==> src/rtl/bounded_stack_sort_reverse_core_defines.svh <==
// shared assertion macros for the stack core
`ifndef BOUNDED_STACK_SORT_REVERSE_CORE_DEFINES_SVH
`define BOUNDED_STACK_SORT_REVERSE_CORE_DEFINES_SVH

// same-cycle implication
`define BSSR_ASSERT_NOW(lbl, clk, rst_n, ante, cons, msg) \
    lbl: assert property (@(posedge clk) disable iff (!rst_n) (ante) |-> (cons)) \
        else $error(msg);

// next-cycle implication
`define BSSR_ASSERT_NEXT(lbl, clk, rst_n, ante, cons, msg) \
    lbl: assert property (@(posedge clk) disable iff (!rst_n) (ante) |=> (cons)) \
        else $error(msg);

`endif

==> src/rtl/bssr_pkg.sv <==
`timescale 1ns / 1ps

package bssr_pkg;

    localparam int WordW   = 32;
    localparam int ActW    = 3;
    localparam int StatW   = 2;
    localparam int CntOutW = 4;
    localparam int InTdataW  = 40;
    localparam int OutTdataW = 40;

    typedef enum logic [ActW-1:0] {
        ACT_PUSH    = 3'd0,
        ACT_POP     = 3'd1,
        ACT_PEEK    = 3'd2,
        ACT_CLEAR   = 3'd3,
        ACT_REVERSE = 3'd4,
        ACT_SORT    = 3'd5
    } t_action;

    typedef enum logic [StatW-1:0] {
        STAT_OK       = 2'd0,
        STAT_OVERFLOW = 2'd1,
        STAT_EMPTY    = 2'd2
    } t_status;

    typedef enum logic [3:0] {
        DP_NONE,
        DP_PUSH,
        DP_POP,
        DP_PEEK,
        DP_CLEAR,
        DP_REV_INIT,
        DP_REV_RD_LO,
        DP_REV_RD_HI,
        DP_REV_WR_LO,
        DP_REV_WR_HI,
        DP_SORT_INIT,
        DP_SORT_RD_KEY,
        DP_SORT_LOAD_KEY,
        DP_SORT_RD_PREV,
        DP_SORT_SHIFT,
        DP_SORT_PLACE
    } t_dp_op;

    typedef struct packed {
        t_dp_op  op;
        logic    out_load;
        t_status out_status;
        logic    out_use_rd;
    } t_dp_cmd;

    typedef struct packed {
        logic empty;
        logic full;
        logic lo_lt_hi;
        logic i_lt_count;
        logic j_nz;
        logic key_gt;
    } t_dp_stat;

endpackage

==> src/rtl/bssr_dpath.sv <==
`timescale 1ns / 1ps
`include "bounded_stack_sort_reverse_core_defines.svh"

module bssr_dpath #(
    parameter int DEPTH = 8
) (
    input  logic                              i_clk,
    input  logic                              i_rst_n,
    input  bssr_pkg::t_dp_cmd                 i_cmd,
    input  logic signed [bssr_pkg::WordW-1:0] i_push_value,
    output bssr_pkg::t_dp_stat                o_stat,
    output logic signed [bssr_pkg::WordW-1:0] o_data_word,
    output logic [bssr_pkg::StatW-1:0]        o_status,
    output logic [bssr_pkg::CntOutW-1:0]      o_count
);

    localparam int AW = (DEPTH > 1) ? $clog2(DEPTH) : 1;
    localparam int CW = $clog2(DEPTH + 1);

    logic [bssr_pkg::WordW-1:0] r_mem [DEPTH];
    logic [bssr_pkg::WordW-1:0] r_rd_data;
    logic [CW-1:0]              r_count;
    logic [CW-1:0]              n_count;
    logic [CW-1:0]              cnt_m1;
    logic [AW-1:0]              r_lo;
    logic [AW-1:0]              r_hi;
    logic [CW-1:0]              r_i;
    logic [AW-1:0]              r_j;
    logic [AW-1:0]              j_m1;
    logic [bssr_pkg::WordW-1:0] r_key;
    logic [bssr_pkg::WordW-1:0] r_tmp;

    logic                       rd_en;
    logic [AW-1:0]              rd_addr;
    logic                       wr_en;
    logic [AW-1:0]              wr_addr;
    logic [bssr_pkg::WordW-1:0] wr_data;
    logic [CW+bssr_pkg::CntOutW-1:0] cnt_ext;

    logic signed [bssr_pkg::WordW-1:0] r_out_data;
    logic [bssr_pkg::StatW-1:0]        r_out_status;
    logic [bssr_pkg::CntOutW-1:0]      r_out_count;

    assign cnt_m1  = r_count - CW'(1);
    assign j_m1    = r_j - AW'(1);
    assign cnt_ext = {{bssr_pkg::CntOutW{1'b0}}, n_count};

    always_comb begin
        n_count = r_count;
        rd_en   = 1'b0;
        rd_addr = '0;
        wr_en   = 1'b0;
        wr_addr = '0;
        wr_data = '0;
        case (i_cmd.op)
            bssr_pkg::DP_PUSH: begin
                wr_en   = 1'b1;
                wr_addr = r_count[AW-1:0];
                wr_data = i_push_value;
                n_count = r_count + CW'(1);
            end
            bssr_pkg::DP_POP: begin
                rd_en   = 1'b1;
                rd_addr = cnt_m1[AW-1:0];
                n_count = cnt_m1;
            end
            bssr_pkg::DP_PEEK: begin
                rd_en   = 1'b1;
                rd_addr = cnt_m1[AW-1:0];
            end
            bssr_pkg::DP_CLEAR: begin
                n_count = '0;
            end
            bssr_pkg::DP_REV_RD_LO: begin
                rd_en   = 1'b1;
                rd_addr = r_lo;
            end
            bssr_pkg::DP_REV_RD_HI: begin
                rd_en   = 1'b1;
                rd_addr = r_hi;
            end
            bssr_pkg::DP_REV_WR_LO: begin
                wr_en   = 1'b1;
                wr_addr = r_lo;
                wr_data = r_rd_data;
            end
            bssr_pkg::DP_REV_WR_HI: begin
                wr_en   = 1'b1;
                wr_addr = r_hi;
                wr_data = r_tmp;
            end
            bssr_pkg::DP_SORT_RD_KEY: begin
                rd_en   = 1'b1;
                rd_addr = r_i[AW-1:0];
            end
            bssr_pkg::DP_SORT_RD_PREV: begin
                rd_en   = 1'b1;
                rd_addr = j_m1;
            end
            bssr_pkg::DP_SORT_SHIFT: begin
                wr_en   = 1'b1;
                wr_addr = r_j;
                wr_data = r_rd_data;
            end
            bssr_pkg::DP_SORT_PLACE: begin
                wr_en   = 1'b1;
                wr_addr = r_j;
                wr_data = r_key;
            end
            default: ;
        endcase
    end

    // stack storage, one write and one registered read per cycle
    always_ff @(posedge i_clk) begin
        if (wr_en) begin
            r_mem[wr_addr] <= wr_data;
        end
        if (rd_en) begin
            r_rd_data <= r_mem[rd_addr];
        end
    end

    always_ff @(posedge i_clk) begin
        if (!i_rst_n) begin
            r_count <= '0;
        end else begin
            r_count <= n_count;
        end
    end

    // walk indices for reverse and sort
    always_ff @(posedge i_clk) begin
        case (i_cmd.op)
            bssr_pkg::DP_REV_INIT: begin
                r_lo <= '0;
                r_hi <= cnt_m1[AW-1:0];
            end
            bssr_pkg::DP_REV_RD_HI: begin
                r_tmp <= r_rd_data;
            end
            bssr_pkg::DP_REV_WR_HI: begin
                r_lo <= r_lo + AW'(1);
                r_hi <= r_hi - AW'(1);
            end
            bssr_pkg::DP_SORT_INIT: begin
                r_i <= CW'(1);
            end
            bssr_pkg::DP_SORT_LOAD_KEY: begin
                r_key <= r_rd_data;
                r_j   <= r_i[AW-1:0];
            end
            bssr_pkg::DP_SORT_SHIFT: begin
                r_j <= j_m1;
            end
            bssr_pkg::DP_SORT_PLACE: begin
                r_i <= r_i + CW'(1);
            end
            default: ;
        endcase
    end

    always_ff @(posedge i_clk) begin
        if (i_cmd.out_load) begin
            r_out_data   <= i_cmd.out_use_rd ? r_rd_data : '0;
            r_out_status <= i_cmd.out_status;
            r_out_count  <= cnt_ext[bssr_pkg::CntOutW-1:0];
        end
    end

    assign o_stat.empty      = (r_count == '0);
    assign o_stat.full       = (r_count == CW'(DEPTH));
    assign o_stat.lo_lt_hi   = (r_lo < r_hi);
    assign o_stat.i_lt_count = (r_i < r_count);
    assign o_stat.j_nz       = (r_j != '0);
    assign o_stat.key_gt     = ($signed(r_key) > $signed(r_rd_data));

    assign o_data_word = r_out_data;
    assign o_status    = r_out_status;
    assign o_count     = r_out_count;

    `BSSR_ASSERT_NOW(a_count_bound, i_clk, i_rst_n, 1'b1, r_count <= CW'(DEPTH), "count past depth")
    `BSSR_ASSERT_NOW(a_shift_above_bottom, i_clk, i_rst_n, i_cmd.op == bssr_pkg::DP_SORT_SHIFT, r_j != '0, "sort shift at bottom")

endmodule

==> src/rtl/bssr_ctrl.sv <==
`timescale 1ns / 1ps
`include "bounded_stack_sort_reverse_core_defines.svh"

module bssr_ctrl (
    input  logic                          i_clk,
    input  logic                          i_rst_n,
    input  logic                          i_s_tvalid,
    output logic                          o_s_tready,
    input  logic [bssr_pkg::ActW-1:0]     i_action,
    output logic                          o_m_tvalid,
    input  logic                          i_m_tready,
    input  bssr_pkg::t_dp_stat            i_stat,
    output bssr_pkg::t_dp_cmd             o_cmd
);

    typedef enum logic [3:0] {
        ST_IDLE,
        ST_RD_DONE,
        ST_REV_CHK,
        ST_REV_HI,
        ST_REV_WR_LO,
        ST_REV_WR_HI,
        ST_SORT_CHK,
        ST_SORT_KEY,
        ST_SORT_J,
        ST_SORT_CMP
    } t_state;

    t_state            r_state;
    t_state            n_state;
    logic              r_out_valid;
    logic              n_out_valid;
    logic              s_accept;
    bssr_pkg::t_dp_cmd cmd;

    assign o_s_tready = (r_state == ST_IDLE) && (!r_out_valid || i_m_tready);
    assign s_accept   = i_s_tvalid && o_s_tready;

    always_comb begin
        n_state        = r_state;
        cmd.op         = bssr_pkg::DP_NONE;
        cmd.out_load   = 1'b0;
        cmd.out_status = bssr_pkg::STAT_OK;
        cmd.out_use_rd = 1'b0;
        unique case (r_state)
            ST_IDLE: begin
                if (s_accept) begin
                    unique case (i_action) inside
                        bssr_pkg::ACT_PUSH: begin
                            cmd.out_load = 1'b1;
                            if (i_stat.full) begin
                                cmd.out_status = bssr_pkg::STAT_OVERFLOW;
                            end else begin
                                cmd.op = bssr_pkg::DP_PUSH;
                            end
                        end
                        bssr_pkg::ACT_POP, bssr_pkg::ACT_PEEK: begin
                            if (i_stat.empty) begin
                                cmd.out_load   = 1'b1;
                                cmd.out_status = bssr_pkg::STAT_EMPTY;
                            end else begin
                                cmd.op  = (i_action == bssr_pkg::ACT_POP) ?
                                          bssr_pkg::DP_POP : bssr_pkg::DP_PEEK;
                                n_state = ST_RD_DONE;
                            end
                        end
                        bssr_pkg::ACT_CLEAR: begin
                            cmd.op       = bssr_pkg::DP_CLEAR;
                            cmd.out_load = 1'b1;
                        end
                        bssr_pkg::ACT_REVERSE: begin
                            if (i_stat.empty) begin
                                cmd.out_load   = 1'b1;
                                cmd.out_status = bssr_pkg::STAT_EMPTY;
                            end else begin
                                cmd.op  = bssr_pkg::DP_REV_INIT;
                                n_state = ST_REV_CHK;
                            end
                        end
                        bssr_pkg::ACT_SORT: begin
                            if (i_stat.empty) begin
                                cmd.out_load   = 1'b1;
                                cmd.out_status = bssr_pkg::STAT_EMPTY;
                            end else begin
                                cmd.op  = bssr_pkg::DP_SORT_INIT;
                                n_state = ST_SORT_CHK;
                            end
                        end
                        default: begin
                            cmd.out_load = 1'b1;
                        end
                    endcase
                end
            end
            ST_RD_DONE: begin
                cmd.out_load   = 1'b1;
                cmd.out_use_rd = 1'b1;
                n_state        = ST_IDLE;
            end
            ST_REV_CHK: begin
                if (i_stat.lo_lt_hi) begin
                    cmd.op  = bssr_pkg::DP_REV_RD_LO;
                    n_state = ST_REV_HI;
                end else begin
                    cmd.out_load = 1'b1;
                    n_state      = ST_IDLE;
                end
            end
            ST_REV_HI: begin
                cmd.op  = bssr_pkg::DP_REV_RD_HI;
                n_state = ST_REV_WR_LO;
            end
            ST_REV_WR_LO: begin
                cmd.op  = bssr_pkg::DP_REV_WR_LO;
                n_state = ST_REV_WR_HI;
            end
            ST_REV_WR_HI: begin
                cmd.op  = bssr_pkg::DP_REV_WR_HI;
                n_state = ST_REV_CHK;
            end
            ST_SORT_CHK: begin
                if (i_stat.i_lt_count) begin
                    cmd.op  = bssr_pkg::DP_SORT_RD_KEY;
                    n_state = ST_SORT_KEY;
                end else begin
                    cmd.out_load = 1'b1;
                    n_state      = ST_IDLE;
                end
            end
            ST_SORT_KEY: begin
                cmd.op  = bssr_pkg::DP_SORT_LOAD_KEY;
                n_state = ST_SORT_J;
            end
            ST_SORT_J: begin
                if (i_stat.j_nz) begin
                    cmd.op  = bssr_pkg::DP_SORT_RD_PREV;
                    n_state = ST_SORT_CMP;
                end else begin
                    cmd.op  = bssr_pkg::DP_SORT_PLACE;
                    n_state = ST_SORT_CHK;
                end
            end
            ST_SORT_CMP: begin
                if (i_stat.key_gt) begin
                    cmd.op  = bssr_pkg::DP_SORT_SHIFT;
                    n_state = ST_SORT_J;
                end else begin
                    cmd.op  = bssr_pkg::DP_SORT_PLACE;
                    n_state = ST_SORT_CHK;
                end
            end
            default: begin
                n_state = ST_IDLE;
            end
        endcase
    end

    always_comb begin
        n_out_valid = r_out_valid;
        if (cmd.out_load) begin
            n_out_valid = 1'b1;
        end else if (i_m_tready) begin
            n_out_valid = 1'b0;
        end
    end

    always_ff @(posedge i_clk) begin
        if (!i_rst_n) begin
            r_state     <= ST_IDLE;
            r_out_valid <= 1'b0;
        end else begin
            r_state     <= n_state;
            r_out_valid <= n_out_valid;
        end
    end

    assign o_m_tvalid = r_out_valid;
    assign o_cmd      = cmd;

    `BSSR_ASSERT_NOW(a_no_result_overwrite, i_clk, i_rst_n, cmd.out_load, !r_out_valid || i_m_tready, "result overwritten")
    `BSSR_ASSERT_NEXT(a_pop_reads_top, i_clk, i_rst_n, s_accept && i_action == bssr_pkg::ACT_POP && !i_stat.empty, cmd.out_load && cmd.out_use_rd, "pop result missing")

endmodule

==> src/rtl/bounded_stack_sort_reverse_core.sv <==
// result: push, clear, unused codes and failed actions register it on acceptance; pop and peek read first
// reverse of n entries: each swap reads the low and high entries, then writes them back crossed
// sort of n entries: insertion sort on signed words, largest at the bottom and smallest at the top
// flow: one transaction at a time; the next is taken when idle and the result is handed over or gone
// reset: i_rst_n synchronous active low, clears count and controller; stored words keep contents
`timescale 1ns / 1ps

module bounded_stack_sort_reverse_core #(
    parameter int DEPTH = 8
) (
    input  logic                               i_clk,
    input  logic                               i_rst_n,
    input  logic                               i_s_tvalid,
    output logic                               o_s_tready,
    // action[2:0], push_value[34:3], zero pad[39:35]
    input  logic [bssr_pkg::InTdataW-1:0]      i_s_tdata,
    output logic                               o_m_tvalid,
    input  logic                               i_m_tready,
    // data_word[31:0], status[33:32], count[37:34], zero pad[39:38]
    output logic [bssr_pkg::OutTdataW-1:0]     o_m_tdata
);

    bssr_pkg::t_dp_cmd                  cmd;
    bssr_pkg::t_dp_stat                 stat;
    logic signed [bssr_pkg::WordW-1:0]  data_word;
    logic [bssr_pkg::StatW-1:0]         status;
    logic [bssr_pkg::CntOutW-1:0]       count;

    bssr_ctrl u_ctrl (
        .i_clk      (i_clk),
        .i_rst_n    (i_rst_n),
        .i_s_tvalid (i_s_tvalid),
        .o_s_tready (o_s_tready),
        .i_action   (i_s_tdata[bssr_pkg::ActW-1:0]),
        .o_m_tvalid (o_m_tvalid),
        .i_m_tready (i_m_tready),
        .i_stat     (stat),
        .o_cmd      (cmd)
    );

    bssr_dpath #(
        .DEPTH (DEPTH)
    ) u_dpath (
        .i_clk        (i_clk),
        .i_rst_n      (i_rst_n),
        .i_cmd        (cmd),
        .i_push_value (i_s_tdata[bssr_pkg::ActW +: bssr_pkg::WordW]),
        .o_stat       (stat),
        .o_data_word  (data_word),
        .o_status     (status),
        .o_count      (count)
    );

    assign o_m_tdata = {{(bssr_pkg::OutTdataW - bssr_pkg::WordW - bssr_pkg::StatW
                          - bssr_pkg::CntOutW){1'b0}}, count, status, data_word};

endmodule
==> config.mk <==
export PLATFORM = sky130hd
export DESIGN_NAME = bounded_stack_sort_reverse_core
export DESIGN_NICKNAME = d
export VERILOG_FILES = /design/src/rtl/bssr_pkg.sv /design/src/rtl/bssr_dpath.sv /design/src/rtl/bssr_ctrl.sv /design/src/rtl/bounded_stack_sort_reverse_core.sv
export VERILOG_INCLUDE_DIRS = /design/src /design/src/rtl
export SDC_FILE = /design/constraint.sdc
export NUM_CORES = 1
export LEC_CHECK = 0
export CAP_MARGIN = 30
export CORE_MARGIN = 2
export CORE_UTILIZATION = 55
export CTS_BUF_LIST = sky130_fd_sc_hd__clkbuf_8
export DETAILED_ROUTE_END_ITERATION = 12
export DONT_BUFFER_PORTS = 1
export GPL_ROUTABILITY_DRIVEN = 0
export GPL_TIMING_DRIVEN = 0
export PLACE_DENSITY = 0.72
export SLEW_MARGIN = 0
export SYNTH_ARGS = -nofsm -noshare
export SYNTH_HDL_FRONTEND = slang
export SYNTH_HIERARCHICAL = 1
export SYNTH_SLANG_ARGS = --single-unit
==> constraint.sdc <==
create_clock -name i_clk -period 7.1 [get_ports i_clk]
set_input_delay 0.71 -clock i_clk [delete_from_list [all_inputs] [get_ports i_clk]]
set_output_delay 0.71 -clock i_clk [all_outputs]
set_load 0.02 [all_outputs]
==> impl_metrics.yaml, run 1 <==
sta:
  worst_slew_pin_slew_ps: 1070
  min_period_ps: 6610
  fin_crit_sh_pct: 93.1
  hold_viol_final: 0
  worst_slack_ps: 491
  finalSetupViolCount: 0
  holdWs_ps: 231
  timing.fmax_ghz: 0.151
  tns_ps: 0
  rsz0062_at_grt: "no"
  finClkSkew_ps: 22.2
  drv_slew: 0
  maxSlewHeadroom_pct: 28.6
detailed_routing:
  vias: 10400
  first_pass_iters: 5
  wl_per_cell_microns: 24.4
  ant_nets: 0
  drc: 0
  drt-initial-drc-count: 1134
  via_per_inst: 5.98
  drt-total-wl_microns: 42300
yosys:
  post-synth-top-count-cell: "edfxtp_1"
  yosys.area.top_type: "edfxtp_1"
  synthMuxAreaShare_pct: 7.42
  synth_edf_count: 403
  synthFlopType: "edfxtp_1"
  synth_area_leaders: "edfxtp_1 67%, mux2i_1 7.4%, ha_1 3.1%"
  synth_top_family_by_area: "compound AO/OA/AOI/OAI gates"
  ys_types: 76
  synth_common_cells: "403 x edfxtp_1, 132 x mux2i_1, 92 x nand2_1"
  avgSynthCellArea_sq_um: 15.5
  synth_fa_ha_area_share_pct: 3.07
  synth-xor-area-share_pct: 0.481
  postSynthCellCount: 1156
  synth_compound_area_share_pct: 9.75
  synth_top_area_share_pct: 67.4
  yosys.area_share.simple_pct: 7.51
  synthArstFlopShare_pct: 0
  ys_warn_count: 6
  ys_ff_latch: 412
  yosysSeqAreaShare_pct: 68.4
  synth_area_sq_um: 17900
outcome:
  outcome: "finished, final reports clean"
pwr:
  switching_share_pct: 24.9
  p_comb_share_pct: 9.1
  power.density_nw_per_um2: 257
  p_leak_nw: 8.04
  power.switching_mw: 1.29
  internal_power_mw: 3.87
  p_seq_share_pct: 55.4
  power_frac_clock_pct: 35.5
  ir_drop_mv: 0.167
cells_and_area:
  fillers: 2430
  final_cells: 1737
  regArea_sq_um: 12300
  layout-drive-gt1-share_pct: 15.0
  area_growth_pct: 11.8
  fin_area_sq_um: 20100
  nNetsFinal: 1329
  multi_input_area_sq_um: 5160
global_routing:
  antenna_found_initial: 4
  track_usage_pct: 25.4
  grt_pass1_vias: 10400
  grt_max_degree: 39
  grt_pass1_wl_microns: 62700
  overflow: 0
min_path:
  hold_class: "in -> reg"
clocking:
  clk_root_buffer_cell: "clkbuf_8"
  cts_buffers: 68
  cts_tree: "yes"
  clockBufferDepth: 3
  htreeDepth: 3
  cts.clk_slew.worst_paths_ps: 60
  clkLatencyLatePin_ps: 610
  ctsResizeCount: 0
  post-cts-setup-buffer-count: 0
  cts_hold_buf: 0
  cts_num_sinks: 412
die:
  start_util_pct: 55.4
  core_area_sq_um: 32400
  die_x_microns: 185
  ios: 86
  die-area_sq_um: 34100
  row_count: 66
  die-height_microns: 185
placed_design:
  place_ws_ps: 625
  placed_area_sq_um: 18900
  placed_cells: 1613
  hpwl_microns: 27700
  io_buffers: 0
job:
  cap_viol_max_count: 0
critical_path:
  critPathRequiredTime_ps: 7390
  end_kind: "register"
  cp.arrival_ps: 6900
  start_kind: "register"
  crit_type: "reg -> reg"
  crit_fanout: 17
-- power by group through the flow --
stage	clock network (mW)	logic (mW)	registers [mW]
floorplan	0	0.338	2.90
global placement	0	0.444	2.91
detailed placement	0	0.467	2.91
CTS	1.87	0.469	2.86
global route	1.97	0.508	2.87
finish	1.83	0.471	2.86
-- state kept, by name, summed over array words and instances (netlist names) --
register / cells
u_ctrl/o_m_tvalid: 1
u_ctrl/r_state: 4
u_dpath/o_count: 4
u_dpath/o_data_word: 32
u_dpath/o_status: 2
u_dpath/r_count: 4
u_dpath/r_hi: 3
u_dpath/r_i: 4
u_dpath/r_j: 3
u_dpath/r_key: 32
u_dpath/r_lo: 3
u_dpath/r_mem: 256
u_dpath/r_rd_data: 32
u_dpath/r_tmp: 32
-- per-stage QoR --
step	total power, mW	util, %
floorplan	3.23	-
global placement	3.36	57.2
detailed placement	3.38	58.3
CTS	5.20	62.0
global route	5.34	62.0
finish	5.16	62.0
-- cell usage in the layout (no fill, tap or decap), drive strengths merged, types with 4 or more instances in the layout --
cell type	n
edfxtp	403
mux2i	132
nand2	92
clkbuf	91
inv	69
buf	55
ha	44
and2	42
a221oi	37
a22o	33
a222oi	33
nor2	33
clkinv	28
a21oi	24
o21ai	21
nand3	18
and3	12
nor2b	11
a21o	10
dfxtp	9
nand2b	9
nor3	9
nand4	7
xnor2	6
o22ai	5
o211ai	4
nor4	4
-- worst max-delay path: stages, from the launching register on --
cell and delay [ps]:
edfxtp_1 410, inv_1 60, ha_1 410, and4_1 240, nand4_1 230, nor3_1 560
o41ai_1 250, o211ai_1 200, mux2i_1 310, and3b_1 230, a21oi_1 130, o311ai_1 290
buf_6 250, nand2b_2 170, nor2_1 210, a222oi_1 990, nand3_1 390, nor2_4 690
buf_16 250
-- final cells by class --
cell class	instances	share of cell area (%)
Clock buffer	70	4.80
Buffer	62	2.09
Tap cell	442	2.76
Timing Repair Buffer	14	1.47
Sequential cell	412	61.2
Antenna cell	2	0.0249
Multi-Input combinational cell	636	25.7
Clock inverter	52	1.08
Inverter	47	0.879
-- metal layers --
metal / share of wire, % / up-vias / GRT usage (%)
met2: 48 / 471 / 41.0
met3: 7.8 / 104 / 5.99
met1: 41 / 5084 / 33.2
met5: 0.066 / - / 0
met4: 3.7 / 4 / 11.0
li1: - / 4729 / -
-- final timing paths --
kind	depth (start not counted)	start	slack, ps	to
max	18	u_dpath/r_rd_data[31]	490	u_dpath/r_mem[1][5]
min	1	i_rst_n	230	u_dpath/r_count[0]
max reg2reg	18	u_dpath/r_rd_data[31]	490	u_dpath/r_mem[1][5]
min reg2reg	0	u_dpath/r_rd_data[17]	520	u_dpath/r_key[17]
-- logic make-up after synthesis --
family / count (synthesis)
flip-flops: 412
AND/OR/NAND/NOR: 254
AO/OA/AOI/OAI: 194
multiplexers: 133
buffers and inverters: 109
adder cells (fa/ha/maj): 44
XOR/XNOR: 9
other: 1
No activity file was read; power rests on OpenSTA's default activity.
==> run 2, diff against run 1 <==
--- a/config.mk
+++ b/config.mk
@@ -8,13 +8,13 @@
 export LEC_CHECK = 0
 export CAP_MARGIN = 30
 export CORE_MARGIN = 2
-export CORE_UTILIZATION = 55
+export CORE_UTILIZATION = 40
 export CTS_BUF_LIST = sky130_fd_sc_hd__clkbuf_8
 export DETAILED_ROUTE_END_ITERATION = 12
 export DONT_BUFFER_PORTS = 1
 export GPL_ROUTABILITY_DRIVEN = 0
 export GPL_TIMING_DRIVEN = 0
-export PLACE_DENSITY = 0.72
+export PLACE_DENSITY = 0.56
 export SLEW_MARGIN = 0
 export SYNTH_ARGS = -nofsm -noshare
 export SYNTH_HDL_FRONTEND = slang
==> impl_metrics.yaml, run 2 (synthesized netlist as in run 1, its figures left out) <==
die:
  ios: 86
  die-area_sq_um: 46600
  row_count: 77
  die_x_microns: 216
  core_area_sq_um: 44200
  start_util_pct: 40.6
  die-height_microns: 216
detailed_routing:
  via_per_inst: 5.53
  drt-total-wl_microns: 46300
  drt-initial-drc-count: 859
  ant_nets: 0
  vias: 10400
  wl_per_cell_microns: 24.6
  drc: 0
  first_pass_iters: 11
sta:
  min_period_ps: 6540
  finClkSkew_ps: 30.4
  fin_crit_sh_pct: 92.1
  timing.fmax_ghz: 0.153
  drv_slew: 0
  worst_slew_pin_slew_ps: 1140
  rsz0062_at_grt: "no"
  finalSetupViolCount: 0
  holdWs_ps: 208
  maxSlewHeadroom_pct: 24.3
  hold_viol_final: 0
critical_path:
  critical-path-max-stage-delay_ps: 1030
  ff2ff_setup_slack_ps: 560
  start_kind: "register"
  critPathRequiredTime_ps: 7400
  cp.depth: 18
  crit_family: "simple AND/OR/NAND/NOR gates"
  ff2ff_path_depth: 18
  cp.arrival_ps: 6840
  critPathSlowestCell: "a222oi_1"
  crit_fanout: 18
  r2r_end: "u_dpath/r_mem[3][9]"
  r2r_start: "u_dpath/r_rd_data[31]"
  crit_buf_inv: 3
  crit_chain: "inv_1 > ha_1 > and4_1 > nand4_1 > nor3_1 > o41ai_1 > o211ai_1 > mux2i_1 > and3b_1 > a21oi_1 > o311ai_1 > buf_6 > nand2b_2 > nor2_1 > a222oi_1 > nand2b_1 > nor2_4 > buf_16"
  crit_type: "reg -> reg"
  end_kind: "register"
clocking:
  cts_num_sinks: 412
  post-cts-setup-buffer-count: 0
  cts.clk_slew.worst_paths_ps: 60
  cts_tree: "yes"
  cts_hold_buf: 0
  clkLatencyLatePin_ps: 620
  ctsResizeCount: 0
  cts_buffers: 72
  clk_root_buffer_cell: "clkbuf_8"
  clockBufferDepth: 3
  htreeDepth: 3
placed_design:
  io_buffers: 0
  placed_cells: 1763
  hpwl_microns: 29700
  placed_area_sq_um: 19000
cells_and_area:
  area_growth_pct: 13.0
  final_cells: 1883
  layout-drive-gt1-share_pct: 15.5
  largest_reg_flops: 256
  n_antenna_cell: 0
  layout_commonest_cell: "edfxtp_1"
  top_register: "u_dpath/r_mem"
  fin_area_sq_um: 20300
  nNetsFinal: 1333
  multi_input_area_sq_um: 5160
  regArea_sq_um: 12300
  fillers: 3904
  mostFrequentLayoutCells: "403 x edfxtp_1, 132 x mux2i_1, 92 x nand2_1"
global_routing:
  antenna_found_initial: 4
  track_usage_pct: 19.8
  grt_pass1_vias: 10600
  grt_max_degree: 39
  grt_pass1_wl_microns: 67800
  overflow: 0
outcome:
  outcome: "finished, final reports clean"
pwr:
  power.density_nw_per_um2: 261
  p_leak_nw: 8.06
  ir_drop_mv: 0.145
  fin_total_pwr_mw: 5.29
min_path:
  hold_path.startpoint: "i_rst_n"
  worst_hold_path.num_cells: 1
  holdPathEnd: "u_ctrl/o_m_tvalid"
  hold_class: "in -> reg"
job:
  cap_viol_max_count: 0
## run 2: changes by cell type in the layout (fill, tap and decap cells not counted)
cell        delta
clkinv_1       -9
buf_12         +4
buf_16         -4
clkbuf_8       +4
diode_2        -2
buf_6          +1
buf_8          -1
bufinv_16      +1
clkinv_2       -1
clkinvlp_4     +1
inv_1          +1
inv_6          +1
## run 2: through the flow
stage          setup TNS, ps  setup slack (ps)  utilization, %
2_1_floorplan              0              1740               -
3_3_place_gp         -390380             -2200            42.3
3_5_place_dp               0               612            43.1
4_1_cts                    0               583            45.9
5_1_grt                    0               285            45.9
6_report                   0               562            45.9
## run 2: routing by layer
metal  GRT usage (%)  wire, microns  share of wire (%)  up-vias
met3            4.38           2910                6.3       75
met5               0             21              0.045        -
li1                -              -                  -     4732
met2            31.7          21800                 47      365
met4            6.25           1100                2.4        6
met1            26.8          20500                 44     5238
## run 2: cell type report
type | count | area share, %
Buffer | 62 | 2.07
Clock buffer | 74 | 5.02
Clock inverter | 46 | 1.13
Inverter | 47 | 0.870
Multi-Input combinational cell | 636 | 25.4
Sequential cell | 412 | 60.5
Tap cell | 592 | 3.65
Timing Repair Buffer | 14 | 1.29
## run 2: worst max-delay path by stage
stage	start	end	slack (ps)
after detailed placement	u_dpath/r_rd_data[31]	u_dpath/r_mem[3][13]	610
after global placement	u_dpath/r_rd_data[13]	u_dpath/r_rd_data[13]	-2200
after global routing	u_dpath/r_rd_data[13]	u_dpath/r_mem[3][12]	280
after CTS	u_dpath/r_rd_data[13]	u_dpath/r_mem[3][4]	580
after floorplan	u_dpath/r_rd_data[25]	u_dpath/r_key[0]	1740
final	u_dpath/r_rd_data[31]	u_dpath/r_mem[3][9]	560
## run 2: report_power, final
| part | switching, mW | internal [mW] | total, mW | leakage (nW) |
|---|---|---|---|---|
| Clock | 0.952 | 0.999 | 1.95 | 0.708 |
| Combinational | 0.297 | 0.180 | 0.477 | 3.51 |
| Sequential | 0.0859 | 2.78 | 2.86 | 3.84 |
| Total | 1.33 | 3.96 | 5.29 | 8.06 |
==> run 3, diff against run 2 <==
--- a/config.mk
+++ b/config.mk
@@ -18,5 +18,4 @@
 export SLEW_MARGIN = 0
 export SYNTH_ARGS = -nofsm -noshare
 export SYNTH_HDL_FRONTEND = slang
-export SYNTH_HIERARCHICAL = 1
 export SYNTH_SLANG_ARGS = --single-unit
==> impl_metrics.yaml, run 3 <==
placed_design:
  place_ws_ps: 1670
  hpwl_microns: 38700
  io_buffers: 0
  placed_area_sq_um: 19400
  placed_cells: 1972
pwr:
  p_leak_nw: 7.04
  internal_power_mw: 3.86
  power_frac_clock_pct: 36.9
  p_comb_share_pct: 8.3
  p_seq_share_pct: 54.8
  power.density_nw_per_um2: 253
  switching_share_pct: 26.3
  power.switching_mw: 1.37
  ir_drop_mv: 0.121
  fin_total_pwr_mw: 5.23
sta:
  holdWs_ps: 231
  hold_viol_final: 0
  timing.fmax_ghz: 0.180
  tns_ps: 0
  worst_slew_pin_slew_ps: 993
  finClkSkew_ps: 30.3
  min_period_ps: 5550
  rsz0062_at_grt: "no"
  fin_crit_sh_pct: 78.2
  worst_slack_ps: 1550
  maxSlewHeadroom_pct: 33.4
  finalSetupViolCount: 0
  drv_slew: 0
cells_and_area:
  fin_area_sq_um: 20700
  fin_util_pct: 45.5
  mostFrequentLayoutCells: "403 x edfxtp_1, 118 x a21oi_1, 113 x a2111oi_0"
  layout_commonest_cell: "edfxtp_1"
  fillers: 4090
  area_growth_pct: 12.5
  nNetsFinal: 1531
  layout-drive-gt1-share_pct: 10.4
  final_cells: 2093
  n_antenna_cell: 0
  largest_reg_flops: 256
  top_register: "u_dpath.r_mem"
critical_path:
  crit_buf_inv: 4
  critPathSlowestCell: "o31ai_2"
  cp_common_cell: "clkbuf_1"
  ff2ff_setup_slack_ps: 1550
  critical-path-max-stage-delay_ps: 890
  critPathRequiredTime_ps: 7410
  start_kind: "register"
  crit_fanout: 11
  end_kind: "register"
  crit_family: "compound AO/OA/AOI/OAI gates"
  cp.arrival_ps: 5870
  crit_chain: "inv_2 > clkbuf_1 > clkbuf_1 > ha_1 > and3b_1 > nor4_2 > o21ai_1 > o31ai_2 > clkbuf_1 > a2111oi_0 > a2111oi_1"
  crit_type: "reg -> reg"
die:
  row_count: 78
  die-height_microns: 218
  ios: 86
  die-area_sq_um: 47700
  die_x_microns: 218
  start_util_pct: 40.5
  core_area_sq_um: 45400
detailed_routing:
  drt-initial-drc-count: 1255
  via_per_inst: 6.04
  vias: 12600
  drc: 0
  first_pass_iters: 6
  drt-total-wl_microns: 54100
  wl_per_cell_microns: 25.9
  ant_nets: 0
clocking:
  ctsResizeCount: 0
  clockBufferDepth: 3
  htreeDepth: 3
  clkLatencyLatePin_ps: 640
  cts_num_sinks: 412
  cts_hold_buf: 0
  cts.clk_slew.worst_paths_ps: 70
  post-cts-setup-buffer-count: 0
  clk_root_buffer_cell: "clkbuf_8"
  cts_buffers: 68
  cts_tree: "yes"
yosys:
  avgSynthCellArea_sq_um: 13.6
  synth_area_sq_um: 18400
  synth_top_area_share_pct: 65.9
  post-synth-top-count-cell: "edfxtp_1"
  yosysSeqAreaShare_pct: 66.8
  synth_common_cells: "403 x edfxtp_1, 118 x a21oi_1, 113 x a2111oi_0"
  synthArstFlopShare_pct: 0
  ys_types: 67
  ys_warn_count: 0
  postSynthCellCount: 1354
  yosys.area.top_type: "edfxtp_1"
  synth_area_leaders: "edfxtp_1 66%, a2111oi_0 5.4%, a21oi_1 3.2%"
  ys_ff_latch: 412
  synthFlopType: "edfxtp_1"
  synth_edf_count: 403
global_routing:
  overflow: 0
  track_usage_pct: 22.9
  grt_pass1_wl_microns: 80700
  grt_pass1_vias: 12700
  grt_max_degree: 34
  antenna_found_initial: 1
min_path:
  hold_class: "in -> reg"
job:
  cap_viol_max_count: 0
outcome:
  outcome: "finished, final reports clean"
## run 3: final timing paths
check,startpoint,endpoint,cells after the start
hold / removal,i_rst_n,u_ctrl.o_m_tvalid,1
setup reg to reg,u_dpath.r_j[0],u_dpath.r_rd_data[11],11
setup / recovery,u_dpath.r_j[0],u_dpath.r_rd_data[11],11
hold reg to reg,u_dpath.r_rd_data[26],u_dpath.r_key[26],0
## run 3: power by group through the flow
stage	combinational, mW	sequential [mW]	clock, mW
detailed placement	0.429	2.92	0
global placement	0.405	2.92	0
floorplan	0.272	2.90	0
CTS	0.430	2.87	1.97
finish	0.434	2.87	1.93
global route	0.473	2.87	2.07
## run 3: area by class of cell
type,instances,area [sq um],area share [%]
well taps,600,751,3.63
multi-input cells,780,5440,26.3
clock buffers,69,950,4.59
clock inverters,51,265,1.28
inverters,49,184,0.890
plain buffers,114,513,2.48
flip-flops and latches,412,12300,59.4
repair buffers,18,282,1.36
## run 3: metal layers
metal  track usage, %  share of wire [%]
met5                0                  0
met4             8.73                2.8
met3             3.86                7.4
met2             38.0                 48
met1             30.1                 42
## run 3: cells by family (layout without fill, tap and decap cells)
family          count (synthesis)  after routing  synth area share (%)
flops                         412            412                  66.8
compound gates                355            355                  14.6
simple gates                  332            332                  9.28
buf+inv                       163            301                  3.79
fa+ha+maj                      44             44                  3.00
mux                            37             37                  2.03
xor+xnor                       10             10                 0.477
other cells                     1              2                0.0204
